File: config.mk
export PLATFORM = sky130hd
export DESIGN_NAME = tga_rle_pixel_decoder_flat
export DESIGN_NICKNAME = d
export VERILOG_FILES = /design/src/hdl/tga_pkg.sv /design/src/hdl/tga_byte_if.sv /design/src/hdl/tga_pixel_if.sv /design/src/hdl/tga_cfg_if.sv /design/src/hdl/tga_rle_pixel_decoder.sv /design/src/flat_wrapper.sv
export SDC_FILE = /design/constraint.sdc
export NUM_CORES = 1
export LEC_CHECK = 0
export ABC_CLOCK_PERIOD_IN_PS = 7500
export BUFFER_PORTS_ARGS = -buffer_cell sky130_fd_sc_hd__buf_2
export CAP_MARGIN = 20
export CORE_ASPECT_RATIO = 1.75
export CORE_MARGIN = 2
export CORE_UTILIZATION = 50
export CTS_CLUSTER_DIAMETER = 200
export DETAILED_ROUTE_END_ITERATION = 8
export PLACE_DENSITY_LB_ADDON = 0.08
export SETUP_SLACK_MARGIN = 0.15
export SLEW_MARGIN = 30
export SYNTH_ARGS = -nofsm -noshare
export SYNTH_HDL_FRONTEND = slang
export SYNTH_SLANG_ARGS = --single-unit
File: constraint.sdc
create_clock -name clk -period 7.5 [get_ports clk]
set_input_delay 0.375 -clock clk [delete_from_list [all_inputs] [get_ports clk]]
set_output_delay 0.375 -clock clk [all_outputs]
set_load 0.01 [all_outputs]
File: src/hdl/tga_pkg.sv
package tga_pkg;

  // Packet header split point: below this a raw packet, else a run
  localparam int unsigned MAX_PACKET = 128;

  localparam int unsigned CFG_INDEX_W = 2;
  localparam int unsigned CFG_DATA_W  = 16;

  // Configuration register indexes
  localparam logic [CFG_INDEX_W-1:0] REG_RLE_MODE     = 2'd0;
  localparam logic [CFG_INDEX_W-1:0] REG_PIXEL_BYTES  = 2'd1;
  localparam logic [CFG_INDEX_W-1:0] REG_IMAGE_WIDTH  = 2'd2;
  localparam logic [CFG_INDEX_W-1:0] REG_IMAGE_HEIGHT = 2'd3;

  // Fault codes
  localparam logic [1:0] FAULT_OK        = 2'd0;
  localparam logic [1:0] FAULT_CLIPPED   = 2'd1;
  localparam logic [1:0] FAULT_TRUNCATED = 2'd2;

  // One result word as held in the output queue
  typedef struct packed {
    logic [31:0] pixel_value;
    logic [7:0]  repeat_count;
    logic        image_done;
    logic [1:0]  fault;
  } pixel_word_t;

endpackage

File: src/hdl/tga_byte_if.sv
interface tga_byte_if;
  logic       valid;
  logic       ready;
  logic [7:0] data_byte;
  logic       stream_end;

  modport source (output valid, output data_byte, output stream_end, input ready);
  modport sink   (input valid, input data_byte, input stream_end, output ready);
endinterface

File: src/hdl/tga_pixel_if.sv
interface tga_pixel_if;
  logic        valid;
  logic        ready;
  logic [31:0] pixel_value;
  logic [7:0]  repeat_count;
  logic        image_done;
  logic [1:0]  fault;

  modport source (output valid, output pixel_value, output repeat_count,
                  output image_done, output fault, input ready);
  modport sink   (input valid, input pixel_value, input repeat_count,
                  input image_done, input fault, output ready);
endinterface

File: src/hdl/tga_cfg_if.sv
interface tga_cfg_if;
  logic        valid;
  logic        ready;
  logic [1:0]  index;
  logic [15:0] data;

  modport source (output valid, output index, output data, input ready);
  modport sink   (input valid, input index, input data, output ready);
endinterface

File: src/hdl/tga_rle_pixel_decoder.sv
// TGA run-length pixel decoder.
//
// data_in takes one image data byte per word (after the file header), with
// stream_end marking the last byte the source holds. pixel_out delivers one
// word per assembled pixel: the pixel, a repeat count for a downstream
// expander, an image-done flag and a fault code. cfg writes the four frame
// registers (rle mode, bytes per pixel, width, height); any write restarts
// the frame. cfg is always ready; the user must write it only while the block
// is idle, which the block itself does not enforce.
// Each byte is decoded in the cycle it is accepted and its result, if any,
// lands in a two-word output queue: one byte per cycle while the queue has
// room; a result reaches pixel_out only from its registered queue slot.
// data_in stays ready while the queue holds fewer than two words, so a single
// stalled result does not hold off the next byte; with both words waiting,
// data_in drops ready until pixel_out takes one.
//
// Reset (rst, synchronous) loads rle mode, 3 bytes per pixel and a 1x1
// image, empties the queue and waits for a packet header. Once the image is
// complete or the stream has ended, further bytes are taken and dropped.
module tga_rle_pixel_decoder (
  input  logic        clk,
  input  logic        rst,
  tga_cfg_if.sink     cfg,
  tga_byte_if.sink    data_in,
  tga_pixel_if.source pixel_out
);
  import tga_pkg::*;

  // Frame registers
  logic        rle_mode;
  logic [2:0]  pixel_bytes;
  logic [15:0] image_width;
  logic [15:0] image_height;

  // Decode state
  logic        expect_header, expect_header_next;
  logic        run_packet, run_packet_next;
  logic [7:0]  packet_left, packet_left_next;
  logic [1:0]  byte_index, byte_index_next;
  logic [31:0] pixel_accumulator, pixel_accumulator_next;
  logic [31:0] pixels_left, pixels_left_next;
  logic        finished, finished_next;

  // Output queue
  pixel_word_t slots [2];
  logic        wr_ptr, rd_ptr;
  logic [1:0]  cnt;

  logic        cfg_write, in_accept, push, pop;
  logic        emit;
  pixel_word_t res;

  // Restart values from the registers as they stand after this write
  logic [15:0] new_width, new_height;
  logic [31:0] new_pixels;

  assign cfg.ready      = 1'b1;
  assign cfg_write      = cfg.valid && cfg.ready;
  assign data_in.ready  = (cnt != 2'd2);
  assign in_accept      = data_in.valid && data_in.ready;
  assign push           = in_accept && emit;
  assign pop            = pixel_out.valid && pixel_out.ready;

  assign new_width  = (cfg.index == REG_IMAGE_WIDTH)  ? cfg.data : image_width;
  assign new_height = (cfg.index == REG_IMAGE_HEIGHT) ? cfg.data : image_height;
  assign new_pixels = 32'(new_width) * 32'(new_height);

  // Per-byte decode
  always_comb begin
    logic [1:0]  last_index;
    logic [31:0] acc_new;
    logic [7:0]  count;
    logic        clip, done;
    logic [1:0]  fault;

    expect_header_next     = expect_header;
    run_packet_next        = run_packet;
    packet_left_next       = packet_left;
    byte_index_next        = byte_index;
    pixel_accumulator_next = pixel_accumulator;
    pixels_left_next       = pixels_left;
    finished_next          = finished;
    emit                   = 1'b0;
    res                    = '0;
    count                  = 8'd1;
    clip                   = 1'b0;
    done                   = 1'b0;
    fault                  = FAULT_OK;

    // Bytes per pixel minus one, out-of-range sizes clamped
    case (pixel_bytes)
      3'd0, 3'd1: last_index = 2'd0;
      3'd2:       last_index = 2'd1;
      3'd3:       last_index = 2'd2;
      default:    last_index = 2'd3;
    endcase

    acc_new = pixel_accumulator | ({24'd0, data_in.data_byte} << {byte_index, 3'b000});

    if (finished) begin
      // drop everything until restart
    end else if (rle_mode && expect_header) begin
      // packet header
      if (data_in.data_byte < 8'(MAX_PACKET)) begin
        run_packet_next  = 1'b0;
        packet_left_next = data_in.data_byte + 8'd1;
      end else begin
        run_packet_next  = 1'b1;
        packet_left_next = data_in.data_byte - 8'(MAX_PACKET - 1);
      end
      expect_header_next     = 1'b0;
      byte_index_next        = 2'd0;
      pixel_accumulator_next = '0;
      if (data_in.stream_end) begin
        finished_next = 1'b1;
        emit          = 1'b1;
        res.fault     = FAULT_TRUNCATED;
      end
    end else if (byte_index != last_index) begin
      // partial pixel
      pixel_accumulator_next = acc_new;
      byte_index_next        = byte_index + 2'd1;
      if (data_in.stream_end) begin
        finished_next = 1'b1;
        emit          = 1'b1;
        res.fault     = FAULT_TRUNCATED;
      end
    end else begin
      // pixel complete
      byte_index_next        = 2'd0;
      pixel_accumulator_next = '0;
      if (rle_mode && run_packet) begin
        count            = packet_left;
        packet_left_next = '0;
      end else if (rle_mode && packet_left != 8'd0) begin
        packet_left_next = packet_left - 8'd1;
      end
      if (rle_mode && packet_left_next == 8'd0) begin
        expect_header_next = 1'b1;
      end

      clip = {24'd0, count} > pixels_left;
      done = {24'd0, count} >= pixels_left;
      if (clip) begin
        count = pixels_left[7:0];
      end
      pixels_left_next = pixels_left - {24'd0, count};

      if (clip || (done && rle_mode && packet_left_next != 8'd0)) begin
        fault = FAULT_CLIPPED;
      end
      if (!done && data_in.stream_end) begin
        fault = FAULT_TRUNCATED;
      end
      if (done || data_in.stream_end) begin
        finished_next = 1'b1;
      end

      emit             = 1'b1;
      res.pixel_value  = acc_new;
      res.repeat_count = count;
      res.image_done   = done;
      res.fault        = fault;
    end
  end

  // Frame registers and decode state
  always_ff @(posedge clk) begin
    if (rst) begin
      rle_mode          <= 1'b1;
      pixel_bytes       <= 3'd3;
      image_width       <= 16'd1;
      image_height      <= 16'd1;
      expect_header     <= 1'b1;
      run_packet        <= 1'b0;
      packet_left       <= '0;
      byte_index        <= '0;
      pixel_accumulator <= '0;
      pixels_left       <= 32'd1;
      finished          <= 1'b0;
    end else if (cfg_write) begin
      case (cfg.index)
        REG_RLE_MODE:     rle_mode     <= cfg.data[0];
        REG_PIXEL_BYTES:  pixel_bytes  <= cfg.data[2:0];
        REG_IMAGE_WIDTH:  image_width  <= cfg.data;
        REG_IMAGE_HEIGHT: image_height <= cfg.data;
        default: ;
      endcase
      expect_header     <= 1'b1;
      run_packet        <= 1'b0;
      packet_left       <= '0;
      byte_index        <= '0;
      pixel_accumulator <= '0;
      pixels_left       <= new_pixels;
      finished          <= (new_pixels == 32'd0);
    end else if (in_accept) begin
      expect_header     <= expect_header_next;
      run_packet        <= run_packet_next;
      packet_left       <= packet_left_next;
      byte_index        <= byte_index_next;
      pixel_accumulator <= pixel_accumulator_next;
      pixels_left       <= pixels_left_next;
      finished          <= finished_next;
    end
  end

  // Output queue storage
  always_ff @(posedge clk) begin
    if (push) begin
      slots[wr_ptr] <= res;
    end
  end

  // Output queue pointers
  always_ff @(posedge clk) begin
    if (rst) begin
      wr_ptr <= 1'b0;
      rd_ptr <= 1'b0;
      cnt    <= 2'd0;
    end else begin
      if (push) wr_ptr <= !wr_ptr;
      if (pop)  rd_ptr <= !rd_ptr;
      case ({push, pop})
        2'b10:   cnt <= cnt + 2'd1;
        2'b01:   cnt <= cnt - 2'd1;
        default: cnt <= cnt;
      endcase
    end
  end

  assign pixel_out.valid        = (cnt != 2'd0);
  assign pixel_out.pixel_value  = slots[rd_ptr].pixel_value;
  assign pixel_out.repeat_count = slots[rd_ptr].repeat_count;
  assign pixel_out.image_done   = slots[rd_ptr].image_done;
  assign pixel_out.fault        = slots[rd_ptr].fault;

  // A completing word stops the frame
  a_done_finishes: assert property (@(posedge clk) disable iff (rst)
    (push && res.image_done) |=> finished)
    else $error("image done word did not finish the frame");

  // No word is made once the frame is finished
  a_quiet_after_finish: assert property (@(posedge clk) disable iff (rst)
    finished |-> !emit)
    else $error("word produced after frame finished");

  // A word with no pixel is only an early stream end
  a_empty_is_truncated: assert property (@(posedge clk) disable iff (rst)
    (push && res.repeat_count == 8'd0) |-> (res.fault == FAULT_TRUNCATED))
    else $error("empty word without truncation fault");

  // Repeats never run past the image
  a_count_in_image: assert property (@(posedge clk) disable iff (rst)
    push |-> ({24'd0, res.repeat_count} <= pixels_left))
    else $error("repeat count exceeds pixels left");

endmodule

File: src/flat_wrapper.sv
// flat-port wrapper written by rule: the top's interface ports become plain ports
module tga_rle_pixel_decoder_flat import tga_pkg::*;
  (clk, rst, cfg_valid, cfg_index, cfg_data, cfg_ready, data_in_valid, data_in_data_byte, data_in_stream_end, data_in_ready, pixel_out_valid, pixel_out_pixel_value, pixel_out_repeat_count, pixel_out_image_done, pixel_out_fault, pixel_out_ready);
  tga_cfg_if cfg_i ();
  tga_byte_if data_in_i ();
  tga_pixel_if pixel_out_i ();
  input  logic clk;
  input  logic rst;
  input wire logic [$bits(cfg_i.valid)-1:0] cfg_valid;
  input wire logic [$bits(cfg_i.index)-1:0] cfg_index;
  input wire logic [$bits(cfg_i.data)-1:0] cfg_data;
  output wire logic [$bits(cfg_i.ready)-1:0] cfg_ready;
  input wire logic [$bits(data_in_i.valid)-1:0] data_in_valid;
  input wire logic [$bits(data_in_i.data_byte)-1:0] data_in_data_byte;
  input wire logic [$bits(data_in_i.stream_end)-1:0] data_in_stream_end;
  output wire logic [$bits(data_in_i.ready)-1:0] data_in_ready;
  output wire logic [$bits(pixel_out_i.valid)-1:0] pixel_out_valid;
  output wire logic [$bits(pixel_out_i.pixel_value)-1:0] pixel_out_pixel_value;
  output wire logic [$bits(pixel_out_i.repeat_count)-1:0] pixel_out_repeat_count;
  output wire logic [$bits(pixel_out_i.image_done)-1:0] pixel_out_image_done;
  output wire logic [$bits(pixel_out_i.fault)-1:0] pixel_out_fault;
  input wire logic [$bits(pixel_out_i.ready)-1:0] pixel_out_ready;
  assign cfg_i.valid = cfg_valid;
  assign cfg_i.index = cfg_index;
  assign cfg_i.data = cfg_data;
  assign cfg_ready = cfg_i.ready;
  assign data_in_i.valid = data_in_valid;
  assign data_in_i.data_byte = data_in_data_byte;
  assign data_in_i.stream_end = data_in_stream_end;
  assign data_in_ready = data_in_i.ready;
  assign pixel_out_valid = pixel_out_i.valid;
  assign pixel_out_pixel_value = pixel_out_i.pixel_value;
  assign pixel_out_repeat_count = pixel_out_i.repeat_count;
  assign pixel_out_image_done = pixel_out_i.image_done;
  assign pixel_out_fault = pixel_out_i.fault;
  assign pixel_out_i.ready = pixel_out_ready;
  tga_rle_pixel_decoder u_core (.clk(clk), .rst(rst), .cfg(cfg_i), .data_in(data_in_i), .pixel_out(pixel_out_i));
endmodule
==> impl_metrics.env <==
export IMPL_die_w_um=148
export IMPL_post_drt_wl_per_cell_um=19.6
export IMPL_hold_class="in -> reg"
export IMPL_synth_warnings=0
export IMPL_clock_latency_ns=0.54
export IMPL_setup_tns_ns=0
export IMPL_firstDrtPassIters=5
export IMPL_layout_commonest_cell="nor2_1"
export IMPL_coreArea_sq_um=35900
export IMPL_tightest_slew_ns=0.870
export IMPL_post_route_period_util=0.936
export IMPL_drv_cap=0
export IMPL_synth_edff_count=86
export IMPL_die_area_sq_um=37800
export IMPL_viasPerCell=5.47
export IMPL_crit_required_ns=7.94
export IMPL_postSynthAreaPerCell_sq_um=9.23
export IMPL_fin_cells=2561
export IMPL_nNetsFinal=2427
export IMPL_antenna_found_initial=0
export IMPL_design_area_sq_um=20300
export IMPL_routabilityCongestion=0.990
export IMPL_cp_arrival_ns=7.46
export IMPL_ir_worst_vdd_uv=212
export IMPL_synth_cell_type_count=66
export IMPL_rows=92
export IMPL_crit_fanout=25
export IMPL_ant_nets=0
export IMPL_netlist_area_leader_share=0.215
export IMPL_first_global_vias=14700
export IMPL_clock_path_buffers=3
export IMPL_status="finished clean"
export IMPL_setup_viol=0
export IMPL_ys_flop_type="dfxtp_1"
export IMPL_placedCellCount=2522
export IMPL_drt_iter0_markers=556
export IMPL_netlist_instances=1964
export IMPL_htreeDepth=1
export IMPL_yosysSeqAreaShare=0.273
export IMPL_reg2reg_setup_slack_ns=0.54
export IMPL_drive_gt1_frac=0.156
export IMPL_max_freq_ghz=0.142
export IMPL_area_delta_synth_final_pct=12.1
export IMPL_dpl_instance_area_sq_um=19600
export IMPL_port_buffers=76
export IMPL_synth_nets=2315
export IMPL_cts_buffers_inserted=21
export IMPL_floorplan_initialDensity=0.504
export IMPL_ys_ff_latch=204
export IMPL_cts_sinks=204
export IMPL_postSynth_asyncResetShare=0
export IMPL_place_hpwl_um=41100
export IMPL_seqCellArea_sq_um=4950
export IMPL_cts_tree="done"
export IMPL_grt_max_degree=67
export IMPL_layout_common_cells="nor2_1, inv_1, nand2_1, fa_1, ha_1"
export IMPL_cp_start_kind="input pin"
export IMPL_drt_total_wl_um=50200
export IMPL_hold_viol_final=0
export IMPL_grt_ovfl_total=0
export IMPL_cts_root_buffer="clkbuf_16"
export IMPL_multi_input_comb_area_sq_um=11900
export IMPL_max_slew_margin=0.415
export IMPL_vias=14000
export IMPL_maxSlewViolCount=0
export IMPL_drc=0
export IMPL_cts_hold_buf=0
export IMPL_synthTopCellsByArea="fa_1, edfxtp_1, dfxtp_1, ha_1, nor2_1"
export IMPL_ios=78
export IMPL_grt_pass1_wl_um=78300
export IMPL_crit_path_end_kind="flop"
export IMPL_rsz0062_at_grt="no"
export IMPL_dieHeight_um=256
export IMPL_critPathKind="in -> reg"
export IMPL_grt_usage=0.268
export IMPL_diodes=0
export IMPL_syn_cell_area_sq_um=18100
export IMPL_p_leak_nw=9.03
export IMPL_nFillCells=3316
export IMPL_skew_ns=0.0264
export IMPL_period_needed_ns=7.02
export IMPL_yosysTopAreaCell="fa_1"
export IMPL_power_density_nw_per_um2=273
export IMPL_clkTransAtPathRegs_ns=0.07
cells in the mapped netlist (all sizes together) (6+ instances only):
library cell and count:
a211oi 54, and2 6, nor2b 9, nand3b 6, o211ai 9, inv 255
mux2 72, nand3 15, o21ai 38, nor2 305, nand4 9, nand2b 12
clkbuf 77, xor2 30, and3 7, edfxtp 86, fa 195, dfxtp 118
or3 6, nand2 204, nor4 14, ha 124, nor3 10, xnor2 44
buf 11, a21oi 131, or2 7, mux2i 43, a21o 16
final timing paths:
check                                     from                            to  depth (start not counted)
setup / recovery                  cfg_index[0]               u_core.finished                         28
hold / removal                     cfg_data[1]         u_core.pixel_bytes[1]                          3
setup reg to reg        u_core.image_height[7]               u_core.finished                         25
hold reg to reg   u_core.pixel_accumulator[19]  u_core.pixel_accumulator[19]                          2
per-layer routing:
metal / global-route usage / routed length, um
met2: 0.533 / 28300
met5: 0 / 0
met4: 0.166 / 3730
met3: 0.0253 / 1630
met1: 0.256 / 16500
where the power goes:
part | internal, mW | switching [mW]
registers | 1.26 | 0.103
clock network | 0.604 | 0.470
logic | 1.33 | 1.78
stage by stage:
stage               setup WS (ns)  power, mW  hold slack (ns)  utilization
floorplan                   0.211       3.49            0.438            -
global placement          -0.0879       4.43            0.447        0.545
detailed placement         -0.131       4.47            0.454        0.546
CTS                         0.379       5.58            0.140        0.565
global route                0.135       6.03            0.166        0.566
finish                      0.478       5.56            0.173        0.566
timing repair:
| action | CTS | global route |
|---|---|---|
| endpoints found under the setup margin | 0 | 1 |
| buffers inserted | 0 | 1 |
| resized for setup | 0 | 6 |
cell type report:
cell class | count | area share
multi-input cells | 1417 | 0.587
flip-flops and latches | 204 | 0.244
clock buffers | 25 | 0.0271
repair buffers | 177 | 0.0596
well taps | 470 | 0.0289
inverters | 255 | 0.0471
clock inverters | 13 | 0.00714
logic make-up (layout without fill, tap and decap cells):
group,count (synthesis),count (layout),share of synthesized area
simple gates,621,621,0.149
buf+inv,343,470,0.0719
fa+ha+maj,319,319,0.301
compound gates,287,287,0.101
flops,204,204,0.273
mux,115,115,0.0687
xor+xnor,74,74,0.0358
other cells,1,1,0.000207
state kept, by name (all words and copies together), names as in the netlist, named ones only:
name,count
u_core.pixels_left,32
u_core.rle_mode,1
u_core.byte_index,2
u_core.pixel_bytes,3
u_core.run_packet,1
u_core.wr_ptr,1
u_core.cnt,2
u_core.rd_ptr,1
u_core.pixel_accumulator,32
u_core.image_height,16
u_core.packet_left,8
u_core.slots,86
u_core.finished,1
u_core.expect_header,1
u_core.image_width,16
worst max-delay path, stage by stage:
cell      delay (ns)
buf_2           0.13
nand2_1         0.11
buf_12          0.20
mux2_2          0.44
buf_4           0.21
nand2_1         0.11
fa_1            0.45
fa_1            0.51
inv_1           0.06
fa_1            0.48
fa_1            0.49
fa_1            0.49
inv_1           0.05
fa_1            0.47
inv_1           0.04
ha_1            0.32
buf_4           0.18
inv_1           0.12
nor2_1          0.08
buf_4           0.14
a221oi_1        0.27
o21ai_1         0.13
xnor2_1         0.17
buf_4           0.14
nand4_1         0.18
or4_1           0.57
a2111o_1        0.31
o41ai_2         0.21
No activity file was read; power rests on OpenSTA's default activity.
